File: config.mk
export PLATFORM = sky130hd
export DESIGN_NAME = llop_cell
export DESIGN_NICKNAME = d
export VERILOG_FILES = /design/src/rtl/llop_pkg.sv /design/src/rtl/llop_cell.sv
export SDC_FILE = /design/constraint.sdc
export NUM_CORES = 1
export LEC_CHECK = 0
export BUFFER_PORTS_ARGS = -buffer_cell sky130_fd_sc_hd__clkbuf_2
export CAP_MARGIN = 20
export CELL_PAD_IN_SITES_DETAIL_PLACEMENT = 0
export CELL_PAD_IN_SITES_GLOBAL_PLACEMENT = 2
export CORE_ASPECT_RATIO = 1.4
export CORE_MARGIN = 1.5
export CORE_UTILIZATION = 33
export CTS_BUF_LIST = sky130_fd_sc_hd__clkbuf_16
export CTS_CLUSTER_DIAMETER = 100
export DETAILED_ROUTE_END_ITERATION = 8
export GPL_TIMING_DRIVEN = 1
export PLACE_DENSITY_LB_ADDON = 0.1
export SYNTH_ARGS = -nofsm -noshare
export SYNTH_HDL_FRONTEND = slang
export SYNTH_SLANG_ARGS = --single-unit
File: constraint.sdc
create_clock -name clock -period 3.65 [get_ports clock]
set_input_delay 0.73 -clock clock [delete_from_list [all_inputs] [get_ports clock]]
set_output_delay 0.73 -clock clock [all_outputs]
set_load 0.01 [all_outputs]
File: src/rtl/llop_pkg.sv
// ----------------------------------------------------------------------------
// llop_pkg : shared definitions for the least loaded object placer
// field widths, mode codes, parameter defaults and the directory entry type
// ----------------------------------------------------------------------------
package llop_pkg;

   // field widths of the request and response words
   localparam int MODE_W          = 1;
   localparam int REQUEST_TAG_W   = 16;
   localparam int OBJECT_INDEX_W  = 8;
   localparam int SIZE_W          = 32;
   localparam int TAG_W           = 32;
   localparam int BUCKET_OUT_W    = 3;
   localparam int BUCKET_COUNT_W  = 4;

   // number of distinct object index codes
   localparam int OBJECT_INDEX_CODES = 2 ** OBJECT_INDEX_W;

   // mode codes
   localparam logic [MODE_W-1:0] MODE_READ  = 1'b0;
   localparam logic [MODE_W-1:0] MODE_WRITE = 1'b1;

   // parameter defaults
   localparam int DEF_MAX_BUCKETS  = 8;
   localparam int DEF_OBJECT_SLOTS = 256;
   localparam int DEF_LOAD_WIDTH   = 48;

   // bucket count after reset
   localparam logic [BUCKET_COUNT_W-1:0] BUCKET_COUNT_RESET = 4'd2;

   // one directory entry: written flag and recorded bucket
   typedef struct packed {
      logic                    written;
      logic [BUCKET_OUT_W-1:0] bucket;
   } dir_entry_type;

endpackage

File: src/rtl/llop_cell.sv
// ----------------------------------------------------------------------------
// llop_cell : one bucket of the placement chain
// holds the bucket byte total, refines the passing minimum search word and
// adds a placed object's size with saturation
// ----------------------------------------------------------------------------
module llop_cell import llop_pkg::*; #(
   parameter int INDEX      = 0,
   parameter int LOAD_WIDTH = DEF_LOAD_WIDTH,
   parameter int BUCKET_W   = 3
) (
   input  logic                      clock,
   input  logic                      reset,
   input  logic [BUCKET_COUNT_W-1:0] bucket_count,
   input  logic                      tok_valid_in,
   input  logic [LOAD_WIDTH-1:0]     tok_load_in,
   input  logic [BUCKET_W-1:0]       tok_idx_in,
   output logic                      tok_valid_out,
   output logic [LOAD_WIDTH-1:0]     tok_load_out,
   output logic [BUCKET_W-1:0]       tok_idx_out,
   input  logic                      upd_en,
   input  logic [BUCKET_W-1:0]       upd_idx,
   input  logic [SIZE_W-1:0]         upd_size
);

   localparam int SUM_W = ((LOAD_WIDTH > SIZE_W) ? LOAD_WIDTH : SIZE_W) + 1;

   logic [LOAD_WIDTH-1:0] bucket_load_ff, bucket_load_in;
   logic                  tok_valid_ff, tok_valid_in_nx;
   logic [LOAD_WIDTH-1:0] tok_load_ff, tok_load_in_nx;
   logic [BUCKET_W-1:0]   tok_idx_ff, tok_idx_in_nx;
   logic                  enabled;
   logic [SUM_W-1:0]      sum;

   assign enabled = int'(bucket_count) > INDEX;

   // saturating add of the placed size
   assign sum = SUM_W'(bucket_load_ff) + SUM_W'(upd_size);

   always_comb begin
      bucket_load_in = bucket_load_ff;
      if (upd_en && (upd_idx == BUCKET_W'(INDEX))) begin
         if (sum[SUM_W-1:LOAD_WIDTH] != '0) begin
            bucket_load_in = '1;
         end else begin
            bucket_load_in = sum[LOAD_WIDTH-1:0];
         end
      end
   end

   // strict compare keeps the lower index on a tie
   always_comb begin
      tok_valid_in_nx = tok_valid_in;
      tok_load_in_nx  = tok_load_in;
      tok_idx_in_nx   = tok_idx_in;
      if (enabled && (bucket_load_ff < tok_load_in)) begin
         tok_load_in_nx = bucket_load_ff;
         tok_idx_in_nx  = BUCKET_W'(INDEX);
      end
   end

   always_ff @(posedge clock) begin
      if (reset) begin
         bucket_load_ff <= '0;
         tok_valid_ff   <= 1'b0;
      end else begin
         bucket_load_ff <= bucket_load_in;
         tok_valid_ff   <= tok_valid_in_nx;
      end
   end

   always_ff @(posedge clock) begin
      tok_load_ff <= tok_load_in_nx;
      tok_idx_ff  <= tok_idx_in_nx;
   end

   assign tok_valid_out = tok_valid_ff;
   assign tok_load_out  = tok_load_ff;
   assign tok_idx_out   = tok_idx_ff;

endmodule

# After elaboration in Yosys (flattened, before gate mapping)
# Index checks and enable logic that the tools add are counted.
# classes
mux,2
n_lt_le_gt_ge,2
reduce_logical,3
add_sub_neg,1
# ops
op,count
two-way mux 48 bit,2
adder 48 x 32 -> 49 bit,1
< comparator 48 bit,1
"greater-than comparator 4 x 1 -> 1 bit, second input constant",1
zero test 3 bit,1
logical AND 1 bit,2
# word_totals
word_cells,12
ff_bits,100

# Depth between registers and ports, before layout
# Gate-level depths: netlist of the first run.
# depth
word_depth,3
mapped_depth,12
mapped_depth_nobuf,11

# Least setup slack after synthesis of the first run
# OpenSTA, ideal clock, no wires.
# synth_timing
kind,input port to flip-flop
startpoint,input port upd_size[0]
endpoint,register bucket_load_ff[35]
setup_slack_ps,497
n_path_buf,0
t_required_ps,3534
path_stages,10
setup_time_ps,116
arrival_ps,3037
path_cell_list,ha_1 > fa_1 > a211oi_1 > nor4b_1 > a211o_1 > o211ai_1 > a21oi_2 > a31oi_1 > nand4_1 > o211a_1
# synth_via
elab_chain_len,2
# synth_lines
element,line,text
"start, declared",llop_cell.sv:22,input logic [SIZE_W-1:0] upd_size
adder 48 x 32 -> 49 bit,llop_cell.sv:37,assign sum = SUM_W'(bucket_load_ff) + SUM_W'(upd_size);
two-way mux 48 bit,llop_cell.sv:42,if (sum[SUM_W-1:LOAD_WIDTH] != '0) begin
"end signal, assigned",llop_cell.sv:66,bucket_load_ff <= bucket_load_in;
"end, declared",llop_cell.sv:27,"logic [LOAD_WIDTH-1:0] bucket_load_ff, bucket_load_in;"
# Every way passes these cells.
# A chain may end at the register's enable or synchronous reset.

# Worst setup path in the final report of the first run
# layout_timing
startpoint,input port upd_size[0]
endpoint,register bucket_load_ff[28]
# Same word-level chain as after synthesis.

==> impl_metrics.env, run 1 <==
export IMPL_clock_skew_ns=0.00981
export IMPL_worstPathArrival_ns=3.42
export IMPL_synth_edf_count=0
export IMPL_fin_crit_sh_pct=87.4
export IMPL_cts_sinks=100
export IMPL_cp_slowest_cell="fa_1"
export IMPL_endpoint_kind="register"
export IMPL_netlist_area_um2=6560
export IMPL_grt_pass1_vias=6148
export IMPL_syn_num_nets=919
export IMPL_synth_seq_cells=100
export IMPL_path_delay_family="compound AO/OA/AOI/OAI gates"
export IMPL_syn_to_final_growth_pct=20.2
export IMPL_maxCapViolations=0
export IMPL_die_area_um2=20800
export IMPL_fillers=2041
export IMPL_grt_max_degree=60
export IMPL_synth_avg_cell_area_um2=8.81
export IMPL_post_cts_buffers=0
export IMPL_cts_hold_buffers=0
export IMPL_dp_slack_ns=0.0785
export IMPL_finalWorstSetupSlack_ns=0.460
export IMPL_ys_types=59
export IMPL_ir_worst_vdd_v=0.000190
export IMPL_initial_core_util_pct=33.9
export IMPL_routed_wirelength_um=18600
export IMPL_async_reset_ff_share_pct=0
export IMPL_worst_pin_slew_ns=0.731
export IMPL_max_freq_ghz=0.313
export IMPL_track_usage_pct=18.5
export IMPL_numCtsBuffers=9
export IMPL_clk_pin_slew_worst_paths_ns=0.08
export IMPL_final_cell_mix="clkbuf_2, dfxtp_1, ha_1"
export IMPL_yosys_area_top_type="dfxtp_1"
export IMPL_worstPathCellList="clkbuf_2, ha_1, fa_1, a211oi_1, nor4b_1, a211o_1, o211ai_1, a21oi_2, nand3_2, nand2_1, o22ai_1, nor2_1"
export IMPL_critPathMaxStageDelay_ns=0.42
export IMPL_power_density_nw_per_um2=324
export IMPL_rows=60
export IMPL_hpwlAfterDp_um=14600
export IMPL_cp_required_ns=3.88
export IMPL_hold_viol=0
export IMPL_ctsResizeCount=0
export IMPL_die_h_um=170
export IMPL_h_tree_depth=3
export IMPL_diodes=0
export IMPL_finalCriticalPeriod_ns=3.19
export IMPL_gr_total_overflow=0
export IMPL_yosys_warnings=0
export IMPL_yosysSeqAreaShare_pct=30.5
export IMPL_nNetsFinal=1063
export IMPL_synth_flop_cell="dfxtp_1"
export IMPL_rsz0062_at_grt="no"
export IMPL_setup_viol=0
export IMPL_hold_path_class="reg2reg"
export IMPL_grt_pass1_wl_um=30000
export IMPL_root_buffer="clkbuf_16"
export IMPL_critical_path_class="in2reg"
export IMPL_crit_buf_inv=1
export IMPL_p_leak_nw=3.92
export IMPL_netlist_instances=745
export IMPL_postRouteAntennaNets=0
export IMPL_slew_viol_final=0
export IMPL_vias=5969
export IMPL_drcViolationCount=0
export IMPL_place_area_um2=7590
export IMPL_antenna_found_initial=0
export IMPL_cts_tree="built"
export IMPL_vias_per_cell=5.23
export IMPL_final_setup_tns_ns=0
export IMPL_clk_path_buf_depth=2
export IMPL_layout_commonest_cell="clkbuf_2"
export IMPL_total_power_mw=2.56
export IMPL_crit_fanout=12
export IMPL_io_buffers=145
export IMPL_clk_latency_ns=0.36
export IMPL_synth_top_area_share_pct=30.5
export IMPL_status="completed"
export IMPL_drt_iter0_markers=234
export IMPL_wire_per_inst_um=16.3
export IMPL_core_um2=19400
export IMPL_io_pins=146
export IMPL_final_area_um2=7890
export IMPL_fp_dieW_um=122
export IMPL_drive_above_1_share_pct=26.1
export IMPL_cp_start_kind="input port"
export IMPL_synth_area_leaders="dfxtp_1, ha_1, mux2_2, a21oi_1, nor2_1"
export IMPL_max_slew_margin_pct=51.2
export IMPL_place_congestion=0.784
export IMPL_drt_pass1_iterations=4
-- layer usage --
layer	wire, um	share of wire (%)	GRT usage (%)
met1	7770	42	21.1
met2	9690	52	34.4
met3	746	4.0	3.02
met4	390	2.1	6.47
met5	0	0	0
-- final cells by class --
cell class | count | area (um2) | area share (%)
clock buffer | 9 | 225 | 2.86
clock inverter | 7 | 70.1 | 0.888
inverter | 51 | 191 | 2.43
multi-input combinational | 559 | 4180 | 53.0
sequential | 100 | 2000 | 25.4
tap | 248 | 310 | 3.93
timing repair buffer | 168 | 911 | 11.5
-- where the power goes --
part | leakage (nW) | total (mW) | internal [mW] | switching [mW]
logic | 2.97 | 0.431 | 0.196 | 0.234
registers | 0.812 | 1.14 | 1.12 | 0.0200
clock network | 0.135 | 0.983 | 0.482 | 0.501
-- cells in the mapped netlist, types with 18 or more instances --
library cell and count:
a21o_1 25, a21oi_1 58, a311oi_1 22, clkbuf_1 18, dfxtp_1 100, ha_1 79
inv_1 51, mux2_2 41, nand2_1 35, nand4_1 19, nor2_1 68, o21ai_0 24
xnor2_1 19
-- final timing paths --
| kind | to | slack (ns) | depth (start not counted) | start |
|---|---|---|---|---|
| worst min register to register | bucket_load_ff[4] | 0.51 | 2 | bucket_load_ff[4] |
| worst min-delay path | bucket_load_ff[4] | 0.51 | 2 | bucket_load_ff[4] |
| worst max-delay path | bucket_load_ff[28] | 0.46 | 12 | upd_size[0] |
| worst max register to register | bucket_load_ff[28] | 0.56 | 11 | bucket_load_ff[0] |
-- per-stage QoR --
step	hold slack (ns)	std cells	utilization, %
floorplan	0.462	745	-
global placement	0.505	1126	39.2
detailed placement	0.497	1126	39.2
CTS	0.511	1142	40.7
global route	0.543	1142	40.7
finish	0.510	1142	40.7
-- registers in the layout, summed over array words and instances (netlist names) --
| register | count |
|---|---|
| tok_load_out | 48 |
| tok_valid_out | 1 |
| bucket_load_ff | 48 |
| tok_idx_out | 3 |
-- tightest hold or removal path: cells and delay by family, from the launching register on --
| family | cells | cell delay [ns] |
|---|---|---|
| flip-flops | 1 | 0.35 |
| AND/OR/NAND/NOR | 1 | 0.07 |
| AO/OA/AOI/OAI | 1 | 0.05 |
-- kinds of logic after synthesis --
group           synth area share [%]
compound gates                  20.7
mux                             8.54
xor+xnor                        3.87
simple gates                    15.0
flops                           30.5
buf+inv                         5.95
fa+ha+maj                       15.4
Power figures use the tool's default switching activity.
==> run 2: changes to the inputs <==
- CORE_ASPECT_RATIO: 1.4 -> 1.2
==> run 2 against run 1 <==
Against the previous run: critical path depth unchanged; total power about the same; maximum frequency down 2.4%; register-to-register slack worse by 0.07 ns; clock power about the same; clock skew down 0.00098 ns; critical endpoint is now bucket_load_ff[20]; largest power group unchanged.
==> impl_metrics.env, run 2 (synthesis gave the netlist of run 1 again) <==
export IMPL_status="completed"
export IMPL_syn_to_final_growth_pct=20.1
export IMPL_finalCriticalPeriod_ns=3.27
export IMPL_setup_viol=0
export IMPL_use_met2_pct=33.0
export IMPL_drive_above_1_share_pct=25.8
export IMPL_vias=5985
export IMPL_final_setup_tns_ns=0
export IMPL_grt_busiest_layer="met2"
export IMPL_ctsResizeCount=0
export IMPL_root_buffer="clkbuf_16"
export IMPL_die_area_um2=20700
export IMPL_grt_util_met1_pct=23.0
export IMPL_hpwlAfterDp_um=14500
export IMPL_max_slew_margin_pct=56.6
export IMPL_endpoint_kind="register"
export IMPL_numCtsBuffers=9
export IMPL_clk_pin_slew_worst_paths_ns=0.08
export IMPL_power_density_nw_per_um2=325
export IMPL_ff2ff_setup_slack_ns=0.49
export IMPL_fillers=2027
export IMPL_drt_iter0_markers=251
export IMPL_final_cell_mix="clkbuf_2, dfxtp_1, ha_1"
export IMPL_grt_pass1_wl_um=30400
export IMPL_rows=56
export IMPL_initial_core_util_pct=33.6
export IMPL_nNetsFinal=1058
export IMPL_hold_path_class="reg2reg"
export IMPL_worstPathArrival_ns=3.50
export IMPL_grt_pass1_vias=5903
export IMPL_place_congestion=0.824
export IMPL_cp_start_kind="input port"
export IMPL_io_pins=146
export IMPL_drcViolationCount=0
export IMPL_drt_pass1_iterations=4
export IMPL_rsz0062_at_grt="no"
export IMPL_p_leak_nw=3.91
export IMPL_met3_usage_pct=2.25
export IMPL_fp_dieW_um=132
export IMPL_track_usage_pct=18.4
export IMPL_crit_fanout=12
export IMPL_wire_per_inst_um=16.3
export IMPL_routed_wirelength_um=18800
export IMPL_finalWorstSetupSlack_ns=0.382
export IMPL_post_cts_buffers=0
export IMPL_worst_pin_slew_ns=0.651
export IMPL_clock_skew_ns=0.00883
export IMPL_slew_viol_final=0
export IMPL_cts_tree="built"
export IMPL_core_um2=19500
export IMPL_dp_slack_ns=-0.194
export IMPL_vias_per_cell=5.20
export IMPL_critical_path_class="in2reg"
export IMPL_clk_latency_ns=0.36
export IMPL_seqCellArea_um2=2000
export IMPL_io_buffers=145
export IMPL_cp_required_ns=3.88
export IMPL_h_tree_depth=3
export IMPL_max_freq_ghz=0.306
export IMPL_gr_total_overflow=0
export IMPL_fin_crit_sh_pct=89.5
export IMPL_diodes=0
export IMPL_cts_sinks=100
export IMPL_grt_max_degree=60
export IMPL_cts_hold_buffers=0
export IMPL_layout_commonest_cell="clkbuf_2"
export IMPL_antenna_found_initial=0
export IMPL_postRouteAntennaNets=0
export IMPL_hold_viol=0
export IMPL_clk_path_buf_depth=2
export IMPL_ir_worst_vdd_v=0.000277
export IMPL_die_h_um=157
export IMPL_multiInputGateArea_um2=4180
export IMPL_maxCapViolations=0
[run 2: cell count changes in the layout (fill, tap and decap cells not counted), sizes merged]
cell / before / now
buf: 23 / 18
clkinvlp: 3 / 1
clkinv: 1 / 3
[run 2: cell type report]
cell class	instances	area share, %
clock buffer	9	2.86
sequential	100	25.4
inverter	51	2.43
timing repair buffer	163	11.2
tap	261	4.14
clock inverter	7	0.889
multi-input combinational	559	53.0
[run 2: power breakdown]
group / switching (mW) / internal, mW / total (mW)
clock: 0.499 / 0.482 / 0.980
sequential: 0.0209 / 1.12 / 1.14
combinational: 0.238 / 0.195 / 0.433
total: 0.757 / 1.80 / 2.56
[run 2: layer usage]
| layer | vias up | wire [um] | part of all wire [%] |
|---|---|---|---|
| met5 | - | 0 | 0 |
| met4 | 0 | 297 | 1.6 |
| met3 | 18 | 714 | 3.8 |
| met2 | 143 | 9150 | 49 |
| met1 | 2797 | 8590 | 46 |
| li1 | 3027 | - | - |
[run 2: path summary, 6_finish.rpt]
check	to	startpoint	cells after the start
setup reg to reg	bucket_load_ff[20]	bucket_load_ff[0]	11
hold reg to reg	bucket_load_ff[4]	bucket_load_ff[4]	2
hold / removal	bucket_load_ff[4]	bucket_load_ff[4]	2
setup / recovery	bucket_load_ff[20]	upd_size[0]	12
[run 2: worst max-delay path, cell delays in order]
cell and delay, ns:
clkbuf_2 0.09, ha_1 0.22, fa_1 0.43, a211oi_1 0.40
nor4b_1 0.11, a211o_1 0.30, o211ai_1 0.24, a21oi_2 0.19
nand3_2 0.22, nand2_2 0.27, o22ai_1 0.25, nor2_1 0.05
[run 2: metrics by stage]
| stage | cell area, um2 | hold slack [ns] | util (%) | power [mW] | cells |
|---|---|---|---|---|---|
| after global routing | 7880 | 0.530 | 40.3 | 2.69 | 1150 |
| after global placement | 7580 | 0.493 | 38.8 | 1.60 | 1134 |
| after detailed placement | 7580 | 0.497 | 38.8 | 1.60 | 1134 |
| after floorplan | 6560 | 0.462 | - | 1.45 | 745 |
| final | 7880 | 0.519 | 40.3 | 2.56 | 1150 |
| after CTS | 7880 | 0.513 | 40.3 | 2.59 | 1150 |
==> run 3: changes to the inputs <==
- clock period: 3.65 -> 3.72 ns (I/O delays scaled with it)
==> run 3 against run 2 <==
Against the previous run: hold slack got worse by 0.0027 ns; clock skew about the same; routed wire length decreased by 0.99%; design area decreased by 0.56%; flip-flop and latch count unchanged; cell count decreased by 0.70%; largest power group unchanged; critical path type unchanged; register-to-register slack improved by 0.05 ns.
==> impl_metrics.env, run 3 (synthesis gave the netlist of run 1 again) <==
export IMPL_numCtsBuffers=9
export IMPL_gr_total_overflow=0
export IMPL_vias=5979
export IMPL_fin_crit_sh_pct=88.4
export IMPL_critPathCapture="bucket_load_ff[20]"
export IMPL_hold_viol=0
export IMPL_ir_worst_vdd_v=0.000223
export IMPL_hpwlAfterDp_um=14400
export IMPL_clock_skew_ns=0.00922
export IMPL_worstPathCellList="clkbuf_2, ha_1, fa_1, a211oi_1, nor4b_1, a211o_1, o211ai_1, a21oi_2, nand3_2, nand2_2, o22ai_1, nor2_1"
export IMPL_r2r_start="bucket_load_ff[0]"
export IMPL_wire_per_inst_um=16.3
export IMPL_cts_hold_buffers=0
export IMPL_critPathLaunch="upd_size[0]"
export IMPL_crit_fanout=12
export IMPL_hold_slack_ns=0.517
export IMPL_io_buffers=145
export IMPL_root_buffer="clkbuf_16"
export IMPL_holdCritStartpoint="bucket_load_ff[4]"
export IMPL_setup_viol=0
export IMPL_antenna_found_initial=0
export IMPL_drt_pass1_iterations=4
export IMPL_track_usage_pct=18.2
export IMPL_maxCapViolations=0
export IMPL_finalCriticalPeriod_ns=3.29
export IMPL_routed_wirelength_um=18600
export IMPL_slew_viol_final=0
export IMPL_post_cts_buffers=0
export IMPL_worstPathArrival_ns=3.51
export IMPL_fp_dieW_um=132
export IMPL_reg2reg_depth=11
export IMPL_post_route_util_pct=40.1
export IMPL_initial_core_util_pct=33.6
export IMPL_rows=56
export IMPL_vias_per_cell=5.24
export IMPL_syn_to_final_growth_pct=19.4
export IMPL_grt_pass1_wl_um=29900
export IMPL_max_freq_ghz=0.304
export IMPL_worst_pin_slew_ns=0.677
export IMPL_layout_commonest_cell="clkbuf_2"
export IMPL_drcViolationCount=0
export IMPL_drt_iter0_markers=289
export IMPL_ff2ff_setup_slack_ns=0.54
export IMPL_cp_required_ns=3.94
export IMPL_clk_pin_slew_worst_paths_ns=0.08
export IMPL_clk_path_buf_depth=2
export IMPL_critical_path_class="in2reg"
export IMPL_final_cell_mix="clkbuf_2, dfxtp_1, ha_1"
export IMPL_place_congestion=0.810
export IMPL_grt_pass1_vias=5812
export IMPL_max_slew_margin_pct=54.5
export IMPL_die_area_um2=20700
export IMPL_drive_above_1_share_pct=25.2
export IMPL_die_h_um=157
export IMPL_power_density_nw_per_um2=325
export IMPL_core_um2=19500
export IMPL_critPathMaxStageDelay_ns=0.43
export IMPL_diodes=0
export IMPL_reg2reg_to="bucket_load_ff[20]"
export IMPL_rsz0062_at_grt="no"
export IMPL_postRouteAntennaNets=0
export IMPL_clk_latency_ns=0.36
export IMPL_h_tree_depth=3
export IMPL_endpoint_kind="register"
export IMPL_p_leak_nw=3.88
export IMPL_cts_sinks=100
export IMPL_cp_start_kind="input port"
export IMPL_hold_path_class="reg2reg"
export IMPL_nNetsFinal=1050
export IMPL_status="completed"
export IMPL_cts_tree="built"
export IMPL_cp_slowest_cell="fa_1"
export IMPL_grt_max_degree=60
export IMPL_io_pins=146
## run 3: cell count changes in the layout (fill, tap and decap cells not counted), sizes merged
cell,change
buf,-8
bufinv,+1
clkinv,-1
clkinvlp,-1
inv,+1
## run 3: repair_timing
action | CTS | global route
endpoints found under the hold margin | 0 | 0
setup endpoints to repair | 0 | 10
resized for setup | 0 | 2
## run 3: worst min path at each step
stage / end / slack, ns / depth (start not counted)
final: bucket_load_ff[4] / 0.52 / 2
after detailed placement: bucket_load_ff[4] / 0.50 / 2
after global routing: bucket_load_ff[4] / 0.53 / 2
after CTS: bucket_load_ff[4] / 0.51 / 2
after global placement: bucket_load_ff[4] / 0.49 / 2
after floorplan: bucket_load_ff[4] / 0.46 / 2
## run 3: through the flow
| step | setup slack [ns] | setup TNS (ns) | cell area [um2] | std cells | power [mW] |
|---|---|---|---|---|---|
| 3_5_place_dp | -0.179 | -2.26 | 7520 | 1126 | 1.57 |
| 4_1_cts | 0.185 | 0 | 7830 | 1142 | 2.59 |
| 3_3_place_gp | -0.140 | -1.76 | 7520 | 1126 | 1.57 |
| 5_1_grt | 0.177 | 0 | 7840 | 1142 | 2.67 |
| 2_1_floorplan | 0.553 | 0 | 6560 | 745 | 1.42 |
| 6_report | 0.431 | 0 | 7840 | 1142 | 2.55 |
## run 3: final cells by class
type,instances,area (um2)
inverter,51,191
multi-input combinational,559,4190
timing repair buffer,155,826
fill,1998,11700
sequential,100,2000
clock inverter,7,81.3
clock buffer,9,225
tap,261,327
## run 3: report_power, final
| group | total [mW] | internal, mW | switching [mW] |
|---|---|---|---|
| Combinational | 0.420 | 0.188 | 0.232 |
| Clock | 1.00 | 0.535 | 0.468 |
| Sequential | 1.12 | 1.10 | 0.0206 |
| Total | 2.55 | 1.83 | 0.721 |
## run 3: critical path, delay by kind of cell
kind                     cells  cell delay [ns]
AO/OA/AOI/OAI                5             1.38
AND/OR/NAND/NOR              4             0.66
adder cells (fa/ha/maj)      2             0.64
buffers and inverters        1             0.08
## run 3: layer usage
metal / global-route usage, % / routed length [um] / vias up
li1: - / - / 3020
met1: 22.7 / 8450 / 2783
met2: 31.6 / 8920 / 151
met3: 2.64 / 736 / 25
met4: 7.62 / 466 / 0
met5: 0 / 0 / -
